### src/rtl/jdc_pkg.sv
// Shared types, constants and lookup tables of the Julian day date converter.
// Depends on nothing; every other file of the block imports it.
package jdc_pkg;

   // Field widths.
   localparam int MONTH_W  = 4;
   localparam int DAY_W    = 5;
   localparam int YEAR_W   = 14;
   localparam int SERIAL_W = 23;
   localparam int OFFSET_W = 21;
   localparam int JDN_W    = 25;   // signed day number after the offset is added

   // Opcodes.
   localparam logic OP_DATE   = 1'b0;
   localparam logic OP_SERIAL = 1'b1;

   // Two-digit years are taken as years of the twentieth century.
   localparam logic [YEAR_W-1:0] YEAR_BIAS_LIMIT = 14'd100;
   localparam logic [YEAR_W-1:0] YEAR_BIAS       = 14'd1900;

   // Day numbers of 0001-01-01 and 9999-12-31.
   localparam logic signed [JDN_W-1:0] JDN_MIN = 25'sd1721426;
   localparam logic signed [JDN_W-1:0] JDN_MAX = 25'sd5373484;

   // Constants of the conversion formulas.
   localparam logic [24:0] JDN_SHIFT   = 25'd68569;
   localparam logic [24:0] CYCLE_DAYS  = 25'd146097;    // days in 400 years
   localparam logic [32:0] CYCLE_RECIP = 33'd229;       // floor(2^25 / 146097)
   localparam int          CYCLE_SHIFT = 25;
   localparam logic [44:0] YEAR_RECIP  = 45'd188143545; // ceil(2^36 * 4000 / 1461001)
   localparam int          YEAR_SHIFT  = 36;
   localparam logic [25:0] MONTH_RECIP = 26'd68563;     // ceil(2^21 * 80 / 2447)
   localparam int          MONTH_SHIFT = 21;

   typedef struct packed {
      logic                    valid;
      logic signed [JDN_W-1:0] jdn;
   } jdc_jdn_type;

   typedef struct packed {
      logic                valid;
      logic                range_err;
      logic [SERIAL_W-1:0] serial;
      logic [MONTH_W-1:0]  month;
      logic [DAY_W-1:0]    day;
      logic [YEAR_W-1:0]   year;
   } jdc_date_type;

   // Month term of the date to day number formula, 367 * (m - 2 - 12a) / 12.
   function automatic logic [8:0] month_days_ahead(input logic [MONTH_W-1:0] month);
      logic [8:0] days;
      case (month)
         4'd0:    days = 9'd305;
         4'd1:    days = 9'd336;
         4'd2:    days = 9'd367;
         4'd3:    days = 9'd30;
         4'd4:    days = 9'd61;
         4'd5:    days = 9'd91;
         4'd6:    days = 9'd122;
         4'd7:    days = 9'd152;
         4'd8:    days = 9'd183;
         4'd9:    days = 9'd214;
         4'd10:   days = 9'd244;
         4'd11:   days = 9'd275;
         4'd12:   days = 9'd305;
         4'd13:   days = 9'd336;
         4'd14:   days = 9'd367;
         default: days = 9'd397;
      endcase
      return days;
   endfunction

   // Days before a month of the March-based year, 2447 * mm / 80.
   function automatic logic [8:0] days_before_month(input logic [MONTH_W-1:0] mm);
      logic [8:0] days;
      case (mm)
         4'd0:    days = 9'd0;
         4'd1:    days = 9'd30;
         4'd2:    days = 9'd61;
         4'd3:    days = 9'd91;
         4'd4:    days = 9'd122;
         4'd5:    days = 9'd152;
         4'd6:    days = 9'd183;
         4'd7:    days = 9'd214;
         4'd8:    days = 9'd244;
         4'd9:    days = 9'd275;
         4'd10:   days = 9'd305;
         4'd11:   days = 9'd336;
         4'd12:   days = 9'd367;
         4'd13:   days = 9'd397;
         4'd14:   days = 9'd428;
         default: days = 9'd458;
      endcase
      return days;
   endfunction

endpackage

### src/rtl/jdc_fwd.sv
// Front pipeline: source day number from date fields or serial, plus the offset.
// Four register stages. Depends on jdc_pkg.
module jdc_fwd
   import jdc_pkg::*;
(
   input  logic                       clock,
   input  logic                       reset,
   input  logic                       in_valid,
   input  logic                       opcode,
   input  logic [MONTH_W-1:0]         in_month,
   input  logic [DAY_W-1:0]           in_day,
   input  logic [YEAR_W-1:0]          in_year,
   input  logic [SERIAL_W-1:0]        in_serial,
   input  logic signed [OFFSET_W-1:0] day_offset,
   output jdc_jdn_type                jdn_out
);

   // Stage 1: year bias, year sums and the small additive terms.
   logic                       s1_valid_ff, s1_valid_in;
   logic                       s1_opcode_ff, s1_opcode_in;
   logic [SERIAL_W-1:0]        s1_serial_ff, s1_serial_in;
   logic signed [OFFSET_W-1:0] s1_offset_ff, s1_offset_in;
   logic [14:0]                s1_x2_ff, s1_x2_in;
   logic [14:0]                s1_x4_ff, s1_x4_in;
   logic signed [16:0]         s1_base_ff, s1_base_in;

   // Stage 2: the two products.
   logic                       s2_valid_ff, s2_valid_in;
   logic                       s2_opcode_ff, s2_opcode_in;
   logic [SERIAL_W-1:0]        s2_serial_ff, s2_serial_in;
   logic signed [OFFSET_W-1:0] s2_offset_ff, s2_offset_in;
   logic signed [16:0]         s2_base_ff, s2_base_in;
   logic [24:0]                s2_p2_ff, s2_p2_in;
   logic [26:0]                s2_p4_ff, s2_p4_in;

   // Stage 3: source day number.
   logic                       s3_valid_ff, s3_valid_in;
   logic signed [OFFSET_W-1:0] s3_offset_ff, s3_offset_in;
   logic signed [JDN_W-1:0]    s3_src_ff, s3_src_in;

   // Stage 4: offset added.
   logic                       s4_valid_ff, s4_valid_in;
   logic signed [JDN_W-1:0]    s4_jdn_ff, s4_jdn_in;

   logic [YEAR_W-1:0] year_adj;
   logic              early;
   logic [7:0]        century;
   logic [9:0]        century_x3;
   logic [7:0]        leap_fix;

   always_comb begin
      year_adj = (in_year < YEAR_BIAS_LIMIT) ? in_year + YEAR_BIAS : in_year;
      // January and February count as months of the previous year.
      early = (in_month <= 4'd2);

      s1_valid_in  = in_valid;
      s1_opcode_in = opcode;
      s1_serial_in = in_serial;
      s1_offset_in = day_offset;
      s1_x2_in     = {1'b0, year_adj} + 15'd4800 - {14'b0, early};
      s1_x4_in     = {1'b0, year_adj} + 15'd4900 - {14'b0, early};
      s1_base_in   = $signed({12'b0, in_day}) + $signed({8'b0, month_days_ahead(in_month)})
                     - 17'sd32075;
   end

   always_comb begin
      s2_valid_in  = s1_valid_ff;
      s2_opcode_in = s1_opcode_ff;
      s2_serial_in = s1_serial_ff;
      s2_offset_in = s1_offset_ff;
      s2_base_in   = s1_base_ff;
      s2_p2_in     = {10'b0, s1_x2_ff} * 25'd1461;
      // Multiplying by 5243 and dropping 19 bits divides by 100 exactly here.
      s2_p4_in     = {12'b0, s1_x4_ff} * 27'd5243;
   end

   always_comb begin
      century    = s2_p4_ff[26:19];
      century_x3 = {2'b0, century} + {1'b0, century, 1'b0};
      leap_fix   = century_x3[9:2];

      s3_valid_in  = s2_valid_ff;
      s3_offset_in = s2_offset_ff;
      if (s2_opcode_ff == OP_SERIAL) begin
         s3_src_in = $signed({2'b0, s2_serial_ff});
      end else begin
         s3_src_in = $signed({2'b0, s2_p2_ff[24:2]})
                     + $signed({{8{s2_base_ff[16]}}, s2_base_ff})
                     - $signed({17'b0, leap_fix});
      end
   end

   always_comb begin
      s4_valid_in = s3_valid_ff;
      s4_jdn_in   = s3_src_ff + $signed({{4{s3_offset_ff[OFFSET_W-1]}}, s3_offset_ff});
   end

   always_ff @(posedge clock) begin
      if (reset) begin
         s1_valid_ff <= 1'b0;
         s2_valid_ff <= 1'b0;
         s3_valid_ff <= 1'b0;
         s4_valid_ff <= 1'b0;
      end else begin
         s1_valid_ff <= s1_valid_in;
         s2_valid_ff <= s2_valid_in;
         s3_valid_ff <= s3_valid_in;
         s4_valid_ff <= s4_valid_in;
      end
   end

   always_ff @(posedge clock) begin
      s1_opcode_ff <= s1_opcode_in;
      s1_serial_ff <= s1_serial_in;
      s1_offset_ff <= s1_offset_in;
      s1_x2_ff     <= s1_x2_in;
      s1_x4_ff     <= s1_x4_in;
      s1_base_ff   <= s1_base_in;
      s2_opcode_ff <= s2_opcode_in;
      s2_serial_ff <= s2_serial_in;
      s2_offset_ff <= s2_offset_in;
      s2_base_ff   <= s2_base_in;
      s2_p2_ff     <= s2_p2_in;
      s2_p4_ff     <= s2_p4_in;
      s3_offset_ff <= s3_offset_in;
      s3_src_ff    <= s3_src_in;
      s4_jdn_ff    <= s4_jdn_in;
   end

   assign jdn_out.valid = s4_valid_ff;
   assign jdn_out.jdn   = s4_jdn_ff;

endmodule

### src/rtl/jdc_inv.sv
// Back pipeline: range test and day number to month, day and year.
// Eight register stages and a final combinational step. Depends on jdc_pkg.
module jdc_inv
   import jdc_pkg::*;
(
   input  logic         clock,
   input  logic         reset,
   input  jdc_jdn_type  jdn_in,
   output jdc_date_type date_out
);

   // Control and the day number itself travel along every stage.
   logic                s5_valid_ff,  s5_valid_in;
   logic                s5_err_ff,    s5_err_in;
   logic [SERIAL_W-1:0] s5_serial_ff, s5_serial_in;
   logic [22:0]         s5_t1_ff,     s5_t1_in;

   logic                s6_valid_ff,  s6_valid_in;
   logic                s6_err_ff,    s6_err_in;
   logic [SERIAL_W-1:0] s6_serial_ff, s6_serial_in;
   logic [24:0]         s6_n1_ff,     s6_n1_in;
   logic [7:0]          s6_q_ff,      s6_q_in;

   logic                s7_valid_ff,  s7_valid_in;
   logic                s7_err_ff,    s7_err_in;
   logic [SERIAL_W-1:0] s7_serial_ff, s7_serial_in;
   logic [18:0]         s7_rem_ff,    s7_rem_in;
   logic [7:0]          s7_q_ff,      s7_q_in;

   logic                s8_valid_ff,  s8_valid_in;
   logic                s8_err_ff,    s8_err_in;
   logic [SERIAL_W-1:0] s8_serial_ff, s8_serial_in;
   logic [7:0]          s8_t2_ff,     s8_t2_in;
   logic [15:0]         s8_doc_ff,    s8_doc_in;

   logic                s9_valid_ff,  s9_valid_in;
   logic                s9_err_ff,    s9_err_in;
   logic [SERIAL_W-1:0] s9_serial_ff, s9_serial_in;
   logic [7:0]          s9_t2_ff,     s9_t2_in;
   logic [15:0]         s9_doc_ff,    s9_doc_in;
   logic [6:0]          s9_yy_ff,     s9_yy_in;

   logic                s10_valid_ff,  s10_valid_in;
   logic                s10_err_ff,    s10_err_in;
   logic [SERIAL_W-1:0] s10_serial_ff, s10_serial_in;
   logic [7:0]          s10_t2_ff,     s10_t2_in;
   logic [15:0]         s10_doc_ff,    s10_doc_in;
   logic [6:0]          s10_yy_ff,     s10_yy_in;
   logic [17:0]         s10_ydays_ff,  s10_ydays_in;

   logic                s11_valid_ff,  s11_valid_in;
   logic                s11_err_ff,    s11_err_in;
   logic [SERIAL_W-1:0] s11_serial_ff, s11_serial_in;
   logic [7:0]          s11_t2_ff,     s11_t2_in;
   logic [6:0]          s11_yy_ff,     s11_yy_in;
   logic [8:0]          s11_doy_ff,    s11_doy_in;

   logic                s12_valid_ff,  s12_valid_in;
   logic                s12_err_ff,    s12_err_in;
   logic [SERIAL_W-1:0] s12_serial_ff, s12_serial_in;
   logic [7:0]          s12_t2_ff,     s12_t2_in;
   logic [6:0]          s12_yy_ff,     s12_yy_in;
   logic [8:0]          s12_doy_ff,    s12_doy_in;
   logic [MONTH_W-1:0]  s12_mm_ff,     s12_mm_in;

   logic [24:0] t1_full;
   logic [32:0] cyc_prod;
   logic [24:0] cyc_back;
   logic [24:0] rem_full;
   logic        rem_over;
   logic [18:0] rem_fix;
   logic [16:0] doc_plus;
   logic [44:0] yr_prod;
   logic [16:0] doy_full;
   logic [25:0] mon_prod;
   logic [8:0]  day_full;
   logic        late;
   logic [7:0]  cent;
   logic [13:0] cent_years;
   logic [13:0] year_full;

   // Stage 5: range test and shift to the 400-year cycle origin.
   always_comb begin
      t1_full      = jdn_in.jdn + $signed(JDN_SHIFT);
      s5_valid_in  = jdn_in.valid;
      s5_err_in    = (jdn_in.jdn < JDN_MIN) || (jdn_in.jdn > JDN_MAX);
      s5_serial_in = jdn_in.jdn[SERIAL_W-1:0];
      s5_t1_in     = t1_full[22:0];
   end

   // Stage 6: quotient estimate by 146097, low by at most one.
   always_comb begin
      s6_n1_in     = {s5_t1_ff, 2'b00};
      cyc_prod     = {8'b0, s6_n1_in} * CYCLE_RECIP;
      s6_q_in      = cyc_prod[CYCLE_SHIFT +: 8];
      s6_valid_in  = s5_valid_ff;
      s6_err_in    = s5_err_ff;
      s6_serial_in = s5_serial_ff;
   end

   // Stage 7: remainder of the estimate.
   always_comb begin
      cyc_back     = {17'b0, s6_q_ff} * CYCLE_DAYS;
      rem_full     = s6_n1_ff - cyc_back;
      s7_rem_in    = rem_full[18:0];
      s7_q_in      = s6_q_ff;
      s7_valid_in  = s6_valid_ff;
      s7_err_in    = s6_err_ff;
      s7_serial_in = s6_serial_ff;
   end

   // Stage 8: correct the quotient; a quarter of the remainder is the day of the cycle.
   always_comb begin
      rem_over     = (s7_rem_ff >= CYCLE_DAYS[18:0]);
      rem_fix      = rem_over ? s7_rem_ff - CYCLE_DAYS[18:0] : s7_rem_ff;
      s8_t2_in     = s7_q_ff + {7'b0, rem_over};
      s8_doc_in    = rem_fix[17:2];
      s8_valid_in  = s7_valid_ff;
      s8_err_in    = s7_err_ff;
      s8_serial_in = s7_serial_ff;
   end

   // Stage 9: year within the century, 4000 * (t + 1) / 1461001 by reciprocal.
   always_comb begin
      doc_plus     = {1'b0, s8_doc_ff} + 17'd1;
      yr_prod      = {28'b0, doc_plus} * YEAR_RECIP;
      s9_yy_in     = yr_prod[YEAR_SHIFT +: 7];
      s9_t2_in     = s8_t2_ff;
      s9_doc_in    = s8_doc_ff;
      s9_valid_in  = s8_valid_ff;
      s9_err_in    = s8_err_ff;
      s9_serial_in = s8_serial_ff;
   end

   // Stage 10: days in the whole years passed.
   always_comb begin
      s10_ydays_in  = {11'b0, s9_yy_ff} * 18'd1461;
      s10_t2_in     = s9_t2_ff;
      s10_doc_in    = s9_doc_ff;
      s10_yy_in     = s9_yy_ff;
      s10_valid_in  = s9_valid_ff;
      s10_err_in    = s9_err_ff;
      s10_serial_in = s9_serial_ff;
   end

   // Stage 11: day within the March-based year.
   always_comb begin
      doy_full      = {1'b0, s10_doc_ff} - {1'b0, s10_ydays_ff[17:2]} + 17'd31;
      s11_doy_in    = doy_full[8:0];
      s11_t2_in     = s10_t2_ff;
      s11_yy_in     = s10_yy_ff;
      s11_valid_in  = s10_valid_ff;
      s11_err_in    = s10_err_ff;
      s11_serial_in = s10_serial_ff;
   end

   // Stage 12: month of the March-based year, 80 * t / 2447 by reciprocal.
   always_comb begin
      mon_prod      = {17'b0, s11_doy_ff} * MONTH_RECIP;
      s12_mm_in     = mon_prod[MONTH_SHIFT +: MONTH_W];
      s12_doy_in    = s11_doy_ff;
      s12_t2_in     = s11_t2_ff;
      s12_yy_in     = s11_yy_ff;
      s12_valid_in  = s11_valid_ff;
      s12_err_in    = s11_err_ff;
      s12_serial_in = s11_serial_ff;
   end

   // Final step: day, calendar month and year.
   always_comb begin
      day_full   = s12_doy_ff - days_before_month(s12_mm_ff);
      late       = (s12_mm_ff >= 4'd11);
      cent       = s12_t2_ff - 8'd49;
      cent_years = {6'b0, cent} * 14'd100;
      year_full  = cent_years + {7'b0, s12_yy_ff} + {13'b0, late};

      date_out.valid     = s12_valid_ff;
      date_out.range_err = s12_err_ff;
      date_out.serial    = s12_serial_ff;
      date_out.day       = day_full[DAY_W-1:0];
      date_out.month     = late ? s12_mm_ff - 4'd10 : s12_mm_ff + 4'd2;
      date_out.year      = year_full;
   end

   always_ff @(posedge clock) begin
      if (reset) begin
         s5_valid_ff  <= 1'b0;
         s6_valid_ff  <= 1'b0;
         s7_valid_ff  <= 1'b0;
         s8_valid_ff  <= 1'b0;
         s9_valid_ff  <= 1'b0;
         s10_valid_ff <= 1'b0;
         s11_valid_ff <= 1'b0;
         s12_valid_ff <= 1'b0;
      end else begin
         s5_valid_ff  <= s5_valid_in;
         s6_valid_ff  <= s6_valid_in;
         s7_valid_ff  <= s7_valid_in;
         s8_valid_ff  <= s8_valid_in;
         s9_valid_ff  <= s9_valid_in;
         s10_valid_ff <= s10_valid_in;
         s11_valid_ff <= s11_valid_in;
         s12_valid_ff <= s12_valid_in;
      end
   end

   always_ff @(posedge clock) begin
      s5_err_ff     <= s5_err_in;
      s5_serial_ff  <= s5_serial_in;
      s5_t1_ff      <= s5_t1_in;
      s6_err_ff     <= s6_err_in;
      s6_serial_ff  <= s6_serial_in;
      s6_n1_ff      <= s6_n1_in;
      s6_q_ff       <= s6_q_in;
      s7_err_ff     <= s7_err_in;
      s7_serial_ff  <= s7_serial_in;
      s7_rem_ff     <= s7_rem_in;
      s7_q_ff       <= s7_q_in;
      s8_err_ff     <= s8_err_in;
      s8_serial_ff  <= s8_serial_in;
      s8_t2_ff      <= s8_t2_in;
      s8_doc_ff     <= s8_doc_in;
      s9_err_ff     <= s9_err_in;
      s9_serial_ff  <= s9_serial_in;
      s9_t2_ff      <= s9_t2_in;
      s9_doc_ff     <= s9_doc_in;
      s9_yy_ff      <= s9_yy_in;
      s10_err_ff    <= s10_err_in;
      s10_serial_ff <= s10_serial_in;
      s10_t2_ff     <= s10_t2_in;
      s10_doc_ff    <= s10_doc_in;
      s10_yy_ff     <= s10_yy_in;
      s10_ydays_ff  <= s10_ydays_in;
      s11_err_ff    <= s11_err_in;
      s11_serial_ff <= s11_serial_in;
      s11_t2_ff     <= s11_t2_in;
      s11_yy_ff     <= s11_yy_in;
      s11_doy_ff    <= s11_doy_in;
      s12_err_ff    <= s12_err_in;
      s12_serial_ff <= s12_serial_in;
      s12_t2_ff     <= s12_t2_in;
      s12_yy_ff     <= s12_yy_in;
      s12_doy_ff    <= s12_doy_in;
      s12_mm_ff     <= s12_mm_in;
   end

endmodule

### src/rtl/julian_day_date_converter.sv
// Top level of the Julian day date converter: front and back pipelines plus
// the result register. Depends on jdc_pkg, jdc_fwd and jdc_inv.
//
// Usage: a request is taken at each rising clock edge where start is high
// and busy is low. Opcode 0 builds the source day number from month, day
// and year (a year below 100 gets 1900 added); opcode 1 takes req_in_serial
// as it is. The signed day offset is then added, and the resulting day
// number is turned back into a Gregorian date.
// Each request gives exactly one result. rsp_strobe is high for one cycle
// while the result ports carry it. If the final day number falls outside
// 0001-01-01 to 9999-12-31, rsp_range_error is set and every other result
// field reads zero.
// From the accepting edge to the edge that takes the result, four stages
// build the day number and add the offset, eight stages test its range and
// divide it into 400-year cycle, year and month (each division by a
// constant is a reciprocal multiply, at most one multiplier per stage), and
// one register holds the result. Throughput is one request per cycle, so busy
// stays low. A synchronous reset clears every valid bit; requests in
// flight are dropped and no strobe follows until a new request is taken.
// The receiver cannot stall, so results simply stream out in order.
module julian_day_date_converter
   import jdc_pkg::*;
(
   input  logic                       clock,
   input  logic                       reset,
   input  logic                       start,
   output logic                       busy,
   input  logic                       req_opcode,
   input  logic [MONTH_W-1:0]         req_in_month,
   input  logic [DAY_W-1:0]           req_in_day,
   input  logic [YEAR_W-1:0]          req_in_year,
   input  logic [SERIAL_W-1:0]        req_in_serial,
   input  logic signed [OFFSET_W-1:0] req_day_offset,
   output logic                       rsp_strobe,
   output logic [SERIAL_W-1:0]        rsp_out_serial,
   output logic [MONTH_W-1:0]         rsp_out_month,
   output logic [DAY_W-1:0]           rsp_out_day,
   output logic [YEAR_W-1:0]          rsp_out_year,
   output logic                       rsp_range_error
);

   jdc_jdn_type  jdn_mid;
   jdc_date_type date_end;
   logic         req_take;

   logic                rsp_strobe_ff, rsp_strobe_in;
   logic [SERIAL_W-1:0] rsp_serial_ff, rsp_serial_in;
   logic [MONTH_W-1:0]  rsp_month_ff,  rsp_month_in;
   logic [DAY_W-1:0]    rsp_day_ff,    rsp_day_in;
   logic [YEAR_W-1:0]   rsp_year_ff,   rsp_year_in;
   logic                rsp_err_ff,    rsp_err_in;

   // Every stage advances every cycle, so a new request is always welcome.
   assign busy     = 1'b0;
   assign req_take = start && !busy;

   jdc_fwd u_fwd (
      .clock      (clock),
      .reset      (reset),
      .in_valid   (req_take),
      .opcode     (req_opcode),
      .in_month   (req_in_month),
      .in_day     (req_in_day),
      .in_year    (req_in_year),
      .in_serial  (req_in_serial),
      .day_offset (req_day_offset),
      .jdn_out    (jdn_mid)
   );

   jdc_inv u_inv (
      .clock    (clock),
      .reset    (reset),
      .jdn_in   (jdn_mid),
      .date_out (date_end)
   );

   // An out-of-range day number makes the back pipeline's fields meaningless,
   // so they are forced to zero here.
   always_comb begin
      rsp_strobe_in = date_end.valid;
      rsp_err_in    = date_end.range_err;
      if (date_end.range_err) begin
         rsp_serial_in = '0;
         rsp_month_in  = '0;
         rsp_day_in    = '0;
         rsp_year_in   = '0;
      end else begin
         rsp_serial_in = date_end.serial;
         rsp_month_in  = date_end.month;
         rsp_day_in    = date_end.day;
         rsp_year_in   = date_end.year;
      end
   end

   always_ff @(posedge clock) begin
      if (reset) begin
         rsp_strobe_ff <= 1'b0;
      end else begin
         rsp_strobe_ff <= rsp_strobe_in;
      end
   end

   always_ff @(posedge clock) begin
      rsp_serial_ff <= rsp_serial_in;
      rsp_month_ff  <= rsp_month_in;
      rsp_day_ff    <= rsp_day_in;
      rsp_year_ff   <= rsp_year_in;
      rsp_err_ff    <= rsp_err_in;
   end

   assign rsp_strobe      = rsp_strobe_ff;
   assign rsp_out_serial  = rsp_serial_ff;
   assign rsp_out_month   = rsp_month_ff;
   assign rsp_out_day     = rsp_day_ff;
   assign rsp_out_year    = rsp_year_ff;
   assign rsp_range_error = rsp_err_ff;

endmodule

### config.mk
export PLATFORM = sky130hd
export DESIGN_NAME = julian_day_date_converter
export DESIGN_NICKNAME = d
export VERILOG_FILES = /design/src/rtl/jdc_pkg.sv /design/src/rtl/jdc_fwd.sv /design/src/rtl/jdc_inv.sv /design/src/rtl/julian_day_date_converter.sv
export SDC_FILE = /design/constraint.sdc
export NUM_CORES = 2
export LEC_CHECK = 0
export BUFFER_PORTS_ARGS = -buffer_cell sky130_fd_sc_hd__buf_2
export CAP_MARGIN = 20
export CELL_PAD_IN_SITES_DETAIL_PLACEMENT = 1
export CELL_PAD_IN_SITES_GLOBAL_PLACEMENT = 1
export CORE_MARGIN = 3
export CORE_UTILIZATION = 47
export CTS_CLUSTER_DIAMETER = 100
export CTS_CLUSTER_SIZE = 28
export DETAILED_ROUTE_END_ITERATION = 12
export GPL_TIMING_DRIVEN = 1
export MAX_ROUTING_LAYER = met4
export PLACE_DENSITY_LB_ADDON = 0.05
export SYNTH_ARGS = -nofsm -noshare
export SYNTH_HDL_FRONTEND = slang
export SYNTH_SLANG_ARGS = --single-unit
export TNS_END_PERCENT = 1
### constraint.sdc
create_clock -name clock -period 6.9 [get_ports clock]
set_input_delay 1.38 -clock clock [delete_from_list [all_inputs] [get_ports clock]]
set_output_delay 1.38 -clock clock [all_outputs]
set_load 0.03 [all_outputs]
After elaboration in Yosys (flattened, before gate mapping)
Memories as Yosys holds them, arrays and structs flattened. A register that Yosys moved wholly into a read port is not among the register bits. Cells that the tools add are included.

Add/sub/neg operators: 24. Multipliers: 8. Order comparisons: 6. Mux-type cells: 4. Reductions and logical operators: 1.

Operator list (count): multiplier 17 x 28 -> 43 bit, second input constant (1); multiplier 23 x 8 -> 31 bit, second input constant (1); adder 14 x 13 -> 15 bit, second input constant (2); subtractor 15 x 1 -> 15 bit (2); multiplier 15 x 13 -> 27 bit, second input constant (1); adder 24 x 17 -> 25 bit (1); adder 25 x 21 -> 25 bit (1); > comparator 25 x 24 -> 1 bit, second input constant (1); < comparator 25 x 22 -> 1 bit, second input constant (1); multiplier 15 x 11 -> 25 bit, second input constant (1); multiplier 9 x 17 -> 25 bit, second input constant (1); subtractor 25 x 9 -> 25 bit (1); adder 23 x 18 -> 23 bit, second input constant (1); two-way mux 23 bit (1); greater-or-equal comparator 19 x 18 -> 1 bit, second input constant (1); multiplier 8 x 18 -> 19 bit, second input constant (1); subtractor 19 bit (1); two-way mux 18 bit (1); subtractor 18 bit, second input constant (1); adder 16 x 1 -> 17 bit, second input constant (1); subtractor 17 x 16 -> 17 bit, second input constant (1); adder 14 x 1 -> 14 bit (1); adder 14 x 11 -> 14 bit, second input constant (1); adder 14 x 7 -> 14 bit (1); other kinds (17) (17).

Bits in registers: 735. Bits in read-only memories: 288. Word-level logic and storage cells: 116. Memories kept: 2.

Memory list: (name not given) (words 16, bits a word 9, read ports 1, clocked after memory_dff 0, wr ports 0, line jdc_pkg.sv:52) `case (month)`; (name not given) (words 16, bits a word 9, read ports 1, clocked after memory_dff 1, wr ports 0, line jdc_pkg.sv:76) `case (mm)`.

Longest topological paths before layout
Depth in word-level cells: 4. Gate-level depth with buffers: 27. Depth with buffers taken out: 27.

Modules after synthesis
From an unflattened synthesis, not the netlist that was laid out.

Cell total of the unflattened synthesis: 4118. Area total of the unflattened synthesis: 44376.3 µm².

Modules (own cells, without submodules): jdc_inv (times used 1, cells each 2383, area an instance 26624.3 µm², seq. area each 8187.9 µm²); jdc_fwd (times used 1, cells each 1634, area an instance 16464.5 µm², seq. area each 4924.7 µm²); julian_day_date_converter (times used 1, cells each 101, area an instance 1287.5 µm², seq. area each 960.9 µm²).

Worst setup path after synthesis
Ideal clock, no wire load.

Path kind: reg2reg. Start point: reg u_inv.s8_doc_ff[1]. End point: reg u_inv.s9_yy_ff[6] (netlist: u_inv.s10_yy_in[6]). Setup time: 0.091 ns. Data arrival time: 6.825 ns. Data required time: 6.809 ns. Slack: -0.016 ns. Cell stages (with the launch flop): 27. Cells stage by stage: dfxtp_1 -> ha_1 -> and2_1 -> nand2_1 -> nor2_1 -> nand3_1 -> xnor2_1 -> fa_1 -> inv_1 -> fa_1 -> inv_1 -> fa_1 -> fa_1 -> fa_1 -> inv_1 -> fa_1 -> inv_1 -> ha_1 -> a21o_1 -> a21o_1 -> a21oi_1 -> nand2_1 -> nor4_1 -> nor3_1 -> o41ai_2 -> mux2i_1 -> nor4bb_1.

Cells in the longest elaborated chain, start to end: 2.

RTL lines: start, declared (line jdc_inv.sv:34) `logic [15:0] s8_doc_ff, s8_doc_in;`; start signal, assigned (line jdc_inv.sv:222) `s8_doc_ff <= s8_doc_in;`; adder 16 x 1 -> 17 bit (line jdc_inv.sv:125) `doc_plus = {1'b0, s8_doc_ff} + 17'd1;`; multiplier 17 x 28 -> 43 bit (line jdc_inv.sv:126) `yr_prod = {28'b0, doc_plus} * YEAR_RECIP;`; net u_inv.yr_prod[42] (line jdc_inv.sv:73) `logic [44:0] yr_prod;`; end signal, assigned (line jdc_inv.sv:227) `s9_yy_ff <= s9_yy_in;`; end, declared (line jdc_inv.sv:41) `logic [6:0] s9_yy_ff, s9_yy_in;`.

The timed path passes the listed nets, and every way through them passes these cells. A chain may end at the register's enable or synchronous reset.

Worst setup path in the final report
Start point: reg u_inv.s8_doc_ff[5]. End point: reg u_inv.s9_yy_ff[5] (netlist: u_inv.s10_yy_in[5]).

The elaborated chain is that of the path after synthesis.

==> out/metrics.csv <==
stage,metric,value,unit
synth,synth_top_area_cell,dfxtp_1,
floorplanning,ios,120,
route,drc_errors,0,
final_layout,fillCellCount,9773,
worst_hold_path,hold_path.class,reg2reg,
synth,avgSynthCellArea,10.9,sq um
setup_path,critPathRequiredTime,7.42,ns
setup_path,endpoint_kind,flip-flop,
sta,max_slew_margin,35.9,%
setup_path,crit_path_start_kind,flip-flop,
global_route,first_global_vias,29300,
synth,synth_area_leaders,"dfxtp_1 32%, fa_1 22%, ha_1 19%",
setup_path,cp.arrival,7.20,ns
synth,ys.flop_type,dfxtp_1,
final_layout,layout-drive-gt1-share,9.53,%
clocking,cts_inserted_buffers,38,
synth,synthArstFlopShare,0,%
sta,period_needed,6.68,ns
global_route,grt_max_degree,48,
clocking,clock_latency,0.62,ns
sta,hold_violations,0,
setup_path,reg2reg_slack,0.22,ns
floorplanning,die-area,96300,sq um
clocking,clkSinkCount,703,
setup_path,cp_common_cell,fa_2,
setup_path,r2r_end,u_inv.s10_yy_in[5],
setup_path,cp_max_fo,2,
floorplanning,die_y,310,microns
global_route,grt_usage,20.9,%
synth,syn_area,43500,sq um
setup_path,critical-path-max-stage-delay,0.58,ns
route,via_per_inst,4.88,
floorplanning,core-area,91000,sq um
clocking,cts.clk_slew.worst_paths,0.10,ns
route,drtIter0Drc,916,
synth,synth-edff-count,0,
placement,gp_congestion,0.905,
synth,synth_warnings,0,
placement,dp_hpwl,79.5,mm
sta,fin_worst_skew,0.0265,ns
setup_path,critPathTopFamily,adder cells,
final_layout,finish.net_count,5449,
route,via_count,26700,
setup_path,worstSetupPathType,reg2reg,
global_route,antenna_found_initial,4,
synth,ys_ff_latch,703,
sta,max_freq,150,MHz
final_layout,syn2layout_area_growth,10.4,%
floorplanning,initial_core_util,47.8,%
status,status,"complete, no violations",
global_route,grt-ovfl-total,0,
clocking,cts-root-buf,clkbuf_16,
route,drt_pass1_iterations,4,
run,drv_cap,0,
sta,worst_pin_slew,0.962,ns
synth,synth_common_cells,"811 x inv_1, 703 x dfxtp_1, 677 x ha_1, 477 x fa_1, 169 x xnor2_1",
synth,synthCells,3987,
setup_path,path_buf_inv,7,
synth,synth_cell_types,88,
sta,slew_viol_final,0,
clocking,cts_max_path_buffers,3,
final_layout,fin_cells,5474,
worst_hold_path,hold_depth,0,
global_route,grt_pass1_wl,153,mm
floorplanning,die_w,310,microns
synth,synthesis.nets,5212,
setup_path,worst_r2r_startpoint,u_inv.s8_doc_ff[5],
route,wire_per_inst,17.1,microns
sta,final-setup-viol-count,0,
sta,period_share,96.8,%
synth,synth_top_area_share,32.3,%
route,drtAntennaViolNets,0,
worst_hold_path,min_to,u_fwd.s2_base_ff[4],
route,wl,93.6,mm
placement,dp_cells,5399,
worst_hold_path,min-delay-start,u_fwd.s1_base_ff[4],
synth,ys_seq_area_share,32.3,%
placement,io_buffers,118,
clocking,h-tree-depth,2,
setup_path,slowest_stage,fa_2,
setup_path,rr_worst_depth,28,
final_layout,reg_top3,"u_fwd.s3_src_ff: 25 flops, u_fwd.s4_jdn_ff: 25 flops",
clocking,cts_tree,yes,
floorplanning,num_rows,110,
sta,whs,0.317,ns
synth,yosysMostFrequentCell,inv_1,
-- cell type report --
class,count,area [sq um],share of cell area (%)
clock inverter,17,330,0.687
sequential,703,14100,29.3
multi-input combinational,2439,26600,55.4
clock buffer,39,976,2.03
timing repair buffer,229,1450,3.01
antenna,2,5.00,0.0104
inverter,813,3050,6.35
tap,1232,1540,3.21
-- cells by family (layout without fill, tap and decap cells) --
| group | count (synthesis) | in the layout | share of synthesized area, % |
|---|---|---|---|
| compound gates | 432 | 432 | 6.48 |
| mux | 9 | 9 | 0.270 |
| flops | 703 | 703 | 32.3 |
| fa+ha+maj | 1155 | 1155 | 41.4 |
| buf+inv | 845 | 1098 | 7.34 |
| other cells | 1 | 3 | 0.00862 |
| simple gates | 567 | 567 | 6.57 |
| xor+xnor | 275 | 275 | 5.57 |
-- routing by layer --
metal / GRT usage [%] / wire, microns / share of wire (%)
met3: 2.30 / 2730 / 2.9
met2: 35.5 / 46100 / 49
met4: 4.63 / 1930 / 2.1
met5: - / 0 / 0
met1: 26.9 / 42900 / 46
-- worst register-to-register path, delay by kind of cell (launching register included) --
kind | cells | cell delay (ns)
AOI/OAI and AO/OA | 5 | 0.87
xor gates and xnor gates | 2 | 0.37
adders and majority gates | 7 | 3.30
buffers and inverters | 7 | 0.76
DFF | 1 | 0.34
and+or+nand+nor | 7 | 0.94
-- worst max path at each step --
stage	cells after the start	slack [ns]	startpoint	end
4_1_cts	29	0.007	u_inv.s8_doc_ff[4]	u_inv.s10_yy_in[5]
2_1_floorplan	23	0.09	u_inv.s8_doc_ff[1]	u_inv.s10_yy_in[6]
3_3_place_gp	28	-0.15	u_inv.s8_doc_ff[2]	u_inv.s10_yy_in[5]
6_report	28	0.22	u_inv.s8_doc_ff[5]	u_inv.s10_yy_in[5]
3_5_place_dp	28	-0.36	u_inv.s8_doc_ff[0]	u_inv.s10_yy_in[5]
5_1_grt	27	-0.05	u_inv.s8_doc_ff[3]	u_inv.s10_yy_in[6]
-- per-stage QoR --
stage,setup TNS (ns),setup slack [ns],util (%),instance area (sq um)
final,0,0.220,52.8,48100
after global routing,-0.108,-0.0498,52.8,48100
after CTS,0,0.00705,52.3,47600
after detailed placement,-1.30,-0.358,50.8,46200
after global placement,-0.339,-0.148,50.8,46200
after floorplan,0,0.0908,-,43500
-- cells in the final DEF, fill, tap and decap left out, types with 9 or more instances in the layout --
cell,count
o21a_1,25
and3_1,13
or3_1,13
a31oi_1,18
inv_2,14
nand2_1,109
a21o_1,51
buf_2,118
buf_4,107
nor2b_1,62
inv_1,799
nor2_1,146
nor4_1,13
nand4_1,23
xor2_1,102
xnor2_1,165
nand2b_1,24
a21oi_1,131
nand3_1,38
ha_1,665
o21ai_0,75
and2_1,9
clkbuf_16,39
nor3_1,51
dfxtp_2,9
o21bai_1,15
fa_2,18
o211ai_1,13
fa_1,459
dfxtp_1,694
o31ai_1,10
a211oi_1,9
ha_4,9
-- timing repair --
item,in CTS,in global routing
gates resized for setup,8,84
buffers inserted,0,17
setup endpoints to repair,5,6
pin swaps,1,52
hold buffers,0,0
Power is not shown: default switching activity piles up to over one toggle a cycle in this logic, so the estimate is an artifact.
